$ cat config.mk
export PLATFORM = sky130hd
export DESIGN_NAME = dta_addr_calc
export DESIGN_NICKNAME = d
export VERILOG_FILES = /design/src/design/dta_pkg.sv /design/src/design/dta_addr_calc.sv
export SDC_FILE = /design/constraint.sdc
export NUM_CORES = 1
export LEC_CHECK = 0
export BUFFER_PORTS_ARGS = -buffer_cell sky130_fd_sc_hd__buf_2
export CAP_MARGIN = 10
export CORE_MARGIN = 2
export CORE_UTILIZATION = 54
export CTS_CLUSTER_DIAMETER = 30
export DETAILED_ROUTE_END_ITERATION = 10
export PLACE_DENSITY_LB_ADDON = 0.05
export REMOVE_ABC_BUFFERS = 1
export SLEW_MARGIN = 20
export SYNTH_ARGS = -nofsm -noshare
export SYNTH_HDL_FRONTEND = slang
export SYNTH_SLANG_ARGS = --single-unit
$ cat constraint.sdc
create_clock -name i_clk -period 9.5 [get_ports i_clk]
set_input_delay 1.9 -clock i_clk [delete_from_list [all_inputs] [get_ports i_clk]]
set_output_delay 1.9 -clock i_clk [all_outputs]
set_load 0.005 [all_outputs]
$ cat src/design/dta_pkg.sv
// Shared constants, types and helpers for the descriptor table allocator.
package dta_pkg;

    localparam int FREE_DEPTH = 64;
    localparam int HEAP_KINDS = 3;

    localparam int LIST_DEPTH = HEAP_KINDS * FREE_DEPTH;
    localparam int LIST_AW    = (LIST_DEPTH > 1) ? $clog2(LIST_DEPTH) : 1;
    localparam int IDX_W      = (FREE_DEPTH > 1) ? $clog2(FREE_DEPTH) : 1;
    localparam int FILL_W     = $clog2(FREE_DEPTH + 1);
    localparam int HEAP_W     = (HEAP_KINDS > 1) ? $clog2(HEAP_KINDS) : 1;

    // base and stride slots, one per code of the heap field
    localparam int CFG_HEAPS = 4;

    localparam logic [15:0] CAP_RESET    = 16'd20000;
    localparam logic [12:0] STRIDE_RESET = 13'd32;

    localparam logic [2:0] CFG_BASE_VIEW      = 3'd0;
    localparam logic [2:0] CFG_BASE_SAMPLER   = 3'd1;
    localparam logic [2:0] CFG_BASE_TARGET    = 3'd2;
    localparam logic [2:0] CFG_STRIDE_VIEW    = 3'd3;
    localparam logic [2:0] CFG_STRIDE_SAMPLER = 3'd4;
    localparam logic [2:0] CFG_STRIDE_TARGET  = 3'd5;
    localparam logic [2:0] CFG_HEAP_CAPACITY  = 3'd6;

    localparam logic OP_ALLOC = 1'b0;
    localparam logic OP_FREE  = 1'b1;

    localparam logic [2:0] STAT_FRESH   = 3'd0;
    localparam logic [2:0] STAT_REUSED  = 3'd1;
    localparam logic [2:0] STAT_FREED   = 3'd2;
    localparam logic [2:0] STAT_NO_ROOM = 3'd3;
    localparam logic [2:0] STAT_ZERO    = 3'd4;
    localparam logic [2:0] STAT_FULL    = 3'd5;

    typedef struct packed {
        logic [15:0] index;
        logic [15:0] length;
        logic [31:0] tag;
    } t_entry;

    typedef struct packed {
        logic               en;
        logic [LIST_AW-1:0] addr;
        t_entry             data;
    } t_ram_wr;

    // row of a heap's free list inside the shared list memory
    function automatic logic [LIST_AW-1:0] list_addr(input logic [1:0] heap,
                                                     input logic [FILL_W-1:0] pos);
        return LIST_AW'(32'(heap) * FREE_DEPTH + 32'(pos));
    endfunction

endpackage

$ cat src/design/dta_addr_calc.sv
// Slot address unit: stride times index, then plus base, one register each.
module dta_addr_calc (
    input  logic        i_clk,
    input  logic [47:0] i_base,
    input  logic [12:0] i_stride,
    input  logic [15:0] i_index,
    output logic [47:0] o_addr
);
    import dta_pkg::*;

    logic [28:0] r_prod;
    logic [47:0] r_addr;

    always_ff @(posedge i_clk) begin
        r_prod <= 29'(i_stride) * 29'(i_index);
        r_addr <= i_base + {19'd0, r_prod};
    end

    assign o_addr = r_addr;

endmodule
### Word-level counts from Yosys, hierarchy flattened

Cells that the tools add are included.
Widths: inputs -> output; s select.

| word-level totals | value |
|---|---|
| bits of input ports | 78 |
| flip-flop bits (word level) | 77 |
| output and inout bits | 48 |

| operators by class | value |
|---|---|
| $mul | 1 |
| add/sub/neg operators | 1 |

Operator list:

| operator | number |
|---|---|
| $add 48x29->48 | 1 |
| $mul 13x16->29 | 1 |

### Longest topological paths before layout

Gate-level depths: netlist of the first run.

| depth | value |
|---|---|
| depth after elaboration | 1 |
| mapped depth | 21 |
| depth with buffers taken out | 20 |

### Worst setup path after synthesis of the first run

Ideal clock, no wire load.

| path | value |
|---|---|
| path type | input -> register |
| from | input port i_stride[7] |
| to | register r_prod[27] |
| data arrival time | 6.902 ns |
| required time | 9.394 ns |
| slack | 2.492 ns |
| stages | 18 |
| cell sequence | clkbuf_1 -> nand2_1 -> fa_1 -> inv_1 -> fa_1 -> fa_1 -> fa_1 -> inv_1 -> fa_1 -> inv_1 -> ha_1 -> a21o_1 -> a21o_1 -> a221o_1 -> a221o_1 -> a31oi_1 -> a21oi_1 -> o311ai_0 |

| between the ends | value |
|---|---|
| longest elaborated chain between the ends | 1 |

RTL lines:

| what | RTL line | text |
|---|---|---|
| from (decl) | dta_addr_calc.sv:5 | `input logic [12:0] i_stride,` |
| $mul 13x16->29 | dta_addr_calc.sv:15 | `r_prod <= 29'(i_stride) * 29'(i_index);` |
| to (signal assigned) | dta_addr_calc.sv:15 |  |
| to (decl) | dta_addr_calc.sv:11 | `logic [28:0] r_prod;` |

Every way passes these cells.

### Worst setup path in the final report of the first run

Same ends and word-level chain as after synthesis.

==> impl_metrics.ini, run 1 <==
[global_route]
antenna_found_initial = 0
track_usage_pct = 22.5
grt_max_degree = 29
grt_pass1_wl_microns = 37000
grt_remaining_overflow = 0
grt_pass1_vias = 7528

[layout]
final_cell_mix = inv_1, fa_1, nand2_1
syn_to_final_growth_pct = 10.5
drive_gt1_share_pct = 11.5
nFillCells = 1772
post-route-util_pct = 60.3
n_antenna_cell = 0
layout_commonest_cell = inv_1
stdcell_area_sq_um = 11700
nets = 1640

[synth]
yosys_register_bits = 77
syn_area_sq_um = 10500
synth_edf_count = 0
syn_inst = 1213
ys_warn_count = 0
async_reset_ff_share_pct = 0
syn_avg_cell_area_sq_um = 8.69
synth-seq-area-share_pct = 14.6
synth_cell_types = 65
synth_ff_type = dfxtp_1

[sta]
final-max-slew-violation-count = 0
grt_setup_unrepaired = no
holdWs_ns = 0.443
fin_crit_sh_pct = 73.7
finalSetupViolCount = 0
tightest_slew_ns = 0.768
hold_viol = 0
setup_tns_ns = 0
skew_ns = 0.0111
max_freq_ghz = 0.143
slew_headroom_pct = 48.6
fin_crit_ns = 7.00

[clocking]
cts.hold.buffers_added = 0
cts.reportedPaths.clkPinSlew_ns = 0.06
cts_made_buffers = 9
cts_num_sinks = 77
clockBufferDepth = 2
clockRootBuffer = clkbuf_16
post_cts_buffers = 0
insertion_delay_ns = 0.34
cts_tree = built
htree_levels = 3
post_cts_resized = 0

[critical_path]
cpPeakStageDelay_ns = 0.56
critical_path_class = in2reg
cpMaxStageDelayCell = fa_1
worstPathCellList = buf_2 -> nand2_1 -> fa_1 -> inv_1 -> fa_1 -> fa_1 -> fa_1 -> inv_1 -> fa_1 -> inv_1 -> ha_1 -> a21o_1 -> a21o_1 -> a221o_1 -> a221o_1 -> a31oi_1 -> a21oi_1 -> o311ai_0
cp.arrival_ns = 7.23
worstRegToRegCells = 11
critPathMostFrequentCell = fa_1
path_max_fanout = 16
startpoint_type = primary input
endpoint_kind = flop
required_ns = 9.73

[routing]
drtIter0Drc = 318
vias_per_cell = 5.10
num_vias = 8022
ant_nets = 0
detail_route.wirelength_microns = 22400
drc = 0
dr.pass1.iters = 5
post_drt_wl_per_cell_microns = 14.2

[placed_design]
placed_area_sq_um = 11300
place_congestion = 0.881
dp_hpwl_microns = 18600
numPortBuffers = 125

[power]
internal-power_uw = 1980
seqPwrFrac_pct = 14.6
comb_power_share_pct = 75.2
p_clk_share_pct = 10.1
p_leak_uw = 0.00591
netSwitchingPower_uw = 1710
ir_drop_mv = 0.190
powerDensity_nw_per_um2 = 316
p_sw_share_pct = 46.4

[floorplanning]
start_util_pct = 54.5
rows = 51
coreArea_sq_um = 19300
ioPinCount = 126
die_h_microns = 144
die-area_sq_um = 20700
fp.dieW_microns = 144

[min_path]
hp-class = reg2reg
min_path_cells = 1

[outcome]
status = complete, no violations

[run]
max-cap-violations = 0
## through the flow
stage          std cells  total power, uW  worst slack, ns
2_1_floorplan       1166             2710             2.72
5_1_grt             1573             4170             2.15
3_3_place_gp        1558             3300             2.23
6_report            1573             3690             2.50
3_5_place_dp        1558             3330             2.13
4_1_cts             1573             3730             2.50
## registers in the layout (all words and copies together) (netlist names)
name / flops
o_addr: 48
r_prod: 29
## worst max-delay path, delay by kind of cell
kind	cells	cell delay [ns]
AO/OA/AOI/OAI	7	1.84
AND/OR/NAND/NOR	1	0.13
buffers and inverters	4	0.44
adder cells (fa/ha/maj)	6	2.91
## final timing paths
kind / startpoint / end / slack, ns
max: i_stride[7] / r_prod[27] / 2.50
min: r_prod[0] / o_addr[0] / 0.44
max reg2reg: r_prod[0] / o_addr[32] / 6.05
min reg2reg: r_prod[0] / o_addr[0] / 0.44
## power groups by stage
stage	registers [uW]	clock network (uW)	logic, uW
2_1_floorplan	553	0	2150
3_3_place_gp	547	0	2750
3_5_place_dp	546	0	2790
4_1_cts	539	384	2800
5_1_grt	551	396	3220
6_report	539	374	2770
## synthesized netlist by cell type, types with 7 or more instances
| cell type | number | area share, % |
|---|---|---|
| ha_1 | 103 | 12 |
| and3_1 | 11 | 0.65 |
| dfxtp_1 | 77 | 15 |
| clkbuf_1 | 43 | 1.5 |
| o21bai_1 | 8 | 0.57 |
| o21ai_0 | 26 | 1.2 |
| and2_1 | 107 | 6.3 |
| xor2_1 | 27 | 2.2 |
| xnor2_1 | 31 | 2.6 |
| a21oi_1 | 60 | 2.8 |
| nand2_1 | 148 | 5.3 |
| nand3_1 | 10 | 0.47 |
| a21o_1 | 15 | 1.1 |
| nor3_1 | 10 | 0.47 |
| nor2_1 | 30 | 1.1 |
| o211ai_1 | 7 | 0.50 |
| nand4_1 | 14 | 0.83 |
| fa_1 | 155 | 29 |
| inv_1 | 228 | 8.1 |
| a31oi_1 | 8 | 0.47 |
| a211oi_1 | 7 | 0.50 |
## routing by layer
metal / vias to the layer above / routed length, microns / GRT usage, %
li1: 4039 / - / -
met1: 3774 / 11600 / 34.6
met2: 190 / 9420 / 33.6
met3: 19 / 1140 / 3.37
met4: 0 / 201 / 4.54
met5: - / 0 / 0
## kinds of logic (layout without fill, tap and decap cells)
group | Yosys count | in the layout | share of synthesized area, %
AOI/OAI and AO/OA | 169 | 169 | 10.5
xor gates and xnor gates | 58 | 58 | 4.82
adders and majority gates | 258 | 258 | 41.6
buffers and inverters | 276 | 371 | 9.94
DFF | 77 | 77 | 14.6
muxes | 5 | 5 | 0.510
and+or+nand+nor | 370 | 370 | 18.0
## cell type report
cell class | instances | area [sq um] | area share (%)
Clock inverter | 5 | 100 | 0.859
Clock buffer | 10 | 229 | 1.96
Timing Repair Buffer | 127 | 641 | 5.50
Tap cell | 265 | 332 | 2.84
Multi-Input combinational cell | 860 | 7960 | 68.2
Sequential cell | 77 | 1540 | 13.2
Inverter | 229 | 860 | 7.37
(Power assumes the default switching activity.)
==> run 2, diff against run 1 <==
clock period = 5.7 ns   (was 9.5 ns; I/O delays follow)
==> run 2 against run 1 <==
The flow now finishes with violations (setup timing). Clock-buffer cell count grew 1. Sequential cell count is the same. Sequential share of layout area shrank 1.4 points. Die area is the same. Register-to-register slack lost 3.8 ns. Non-clock buffer count grew 117. Setup slack lost 2.5 ns. Clock power grew 74%. Routed wire length grew 7.3%. Worst hold slack gained 0.00072 ns.
==> impl_metrics.ini, run 2 (synthesized netlist as in run 1, its figures left out) <==
[outcome]
status = complete, but fails checks
violations = setup timing

[sta]
max_freq_ghz = 0.175
finalSetupViolCount = 1
fin_crit_ns = 5.70
setup_slack_ns = -0.00230
slew_headroom_pct = 47.2
fin_crit_sh_pct = 100
tightest_slew_ns = 0.786
hold_viol = 0
grt_setup_unrepaired = yes
setup_tns_ns = -0.00230
skew_ns = 0.00997
final-max-slew-violation-count = 0

[critical_path]
critical_path_class = in2reg
cp.arrival_ns = 5.90
cp-startpoint = i_stride[10]
worstReg2RegStart = r_prod[0]
path_max_fanout = 10
required_ns = 5.90
startpoint_type = primary input
endpoint_kind = flop

[clocking]
clockRootBuffer = clkbuf_16
clockBufferDepth = 2
cts_made_buffers = 9
insertion_delay_ns = 0.33
cts.reportedPaths.clkPinSlew_ns = 0.06
cts_num_sinks = 77
cts.hold.buffers_added = 0
htree_levels = 3
cts_tree = built

[floorplanning]
rows = 51
die_h_microns = 144
ioPinCount = 126
start_util_pct = 54.5
fp.dieW_microns = 144
die-area_sq_um = 20700
coreArea_sq_um = 19300

[routing]
post_drt_wl_per_cell_microns = 14.2
drc = 0
detail_route.wirelength_microns = 24000
ant_nets = 0
vias_per_cell = 5.08
num_vias = 8588
dr.pass1.iters = 5
drtIter0Drc = 353

[layout]
drive_gt1_share_pct = 23.4
final_cell_mix = inv_1, fa_1, nand2_1
stdcell_area_sq_um = 13000
syn_to_final_growth_pct = 23.5
largest_register_ffs = 48
layout_commonest_cell = inv_1
post-route-util_pct = 67.4
nets = 1757

[placed_design]
numPortBuffers = 125
placed_area_sq_um = 12100
place_congestion = 0.893
dp_hpwl_microns = 19900

[power]
powerDensity_nw_per_um2 = 609
p_leak_uw = 0.00656
ir_drop_mv = 0.481

[global_route]
grt_max_degree = 29
track_usage_pct = 23.5
antenna_found_initial = 1
grt_remaining_overflow = 0
grt_pass1_wl_microns = 39300
grt_pass1_vias = 8325

[min_path]
hp-class = reg2reg
hp-start = r_prod[0]

[run]
max-cap-violations = 0
run 2: cell count changes in the layout (fill, tap and decap cells not counted), sizes merged:
cell | previous run | this run
buf | 127 | 243
clkbuf | 10 | 12
clkinv | 3 | 2
diode | 0 | 1
run 2: final cells by class:
class	count	area [sq um]
fillers	1652	6310
diodes	1	2.50
clock buffers	11	253
inverters	229	860
well taps	265	332
repair buffers	244	1670
clock inverters	4	95.1
flip-flops and latches	77	1540
multi-input cells	860	8270
run 2: power breakdown:
part           switching (uW)  leakage [uW]  internal, uW
logic                    3170       0.00574          3220
clock network             204      0.000172           448
registers                60.2      0.000649           839
total                    3430       0.00656          4510
run 2: critical path, cell delays in order:
cell	delay [ns]
buf_2	0.18
and2_1	0.19
fa_1	0.56
fa_1	0.44
fa_1	0.47
fa_1	0.56
inv_2	0.04
fa_1	0.52
inv_1	0.04
ha_2	0.17
a21o_1	0.17
a21o_1	0.18
a221o_1	0.33
a221o_1	0.38
a31oi_4	0.18
buf_6	0.13
a211o_1	0.12
o311ai_2	0.10
run 2: final timing paths:
kind	to	slack, ns	cells after the start
max reg2reg	o_addr[32]	2.23	11
max	r_prod[27]	-0.002	18
min reg2reg	o_addr[0]	0.44	1
min	o_addr[0]	0.44	1
run 2: per-stage QoR:
step / hold WS (ns) / cells / total power, uW / setup slack (ns)
finish: 0.444 / 1691 / 7940 / -0.00230
global route: 0.476 / 1691 / 8790 / -0.172
CTS: 0.449 / 1684 / 7580 / 0.000239
detailed placement: 0.436 / 1667 / 6420 / -0.724
global placement: 0.425 / 1667 / 6350 / -0.592
floorplan: 0.420 / 1166 / 4510 / -0.317
run 2: what timing repair did:
| item | 4_1_cts | 5_1_grt |
|---|---|---|
| hold endpoints to repair | 0 | 0 |
| setup endpoints to repair | 7 | 7 |
| pin swaps | 48 | 24 |
| cloned | 0 | 0 |
| gates resized for setup | 78 | 46 |
| setup buffers | 3 | 6 |
run 2: per-layer routing:
| metal | part of all wire [%] | track usage, % | vias up |
|---|---|---|---|
| met2 | 46 | 38.3 | 210 |
| met5 | 0 | 0 | - |
| met1 | 48 | 34.4 | 4083 |
| met3 | 4.4 | 1.87 | 23 |
| li1 | - | - | 4272 |
| met4 | 1.3 | 5.31 | 0 |
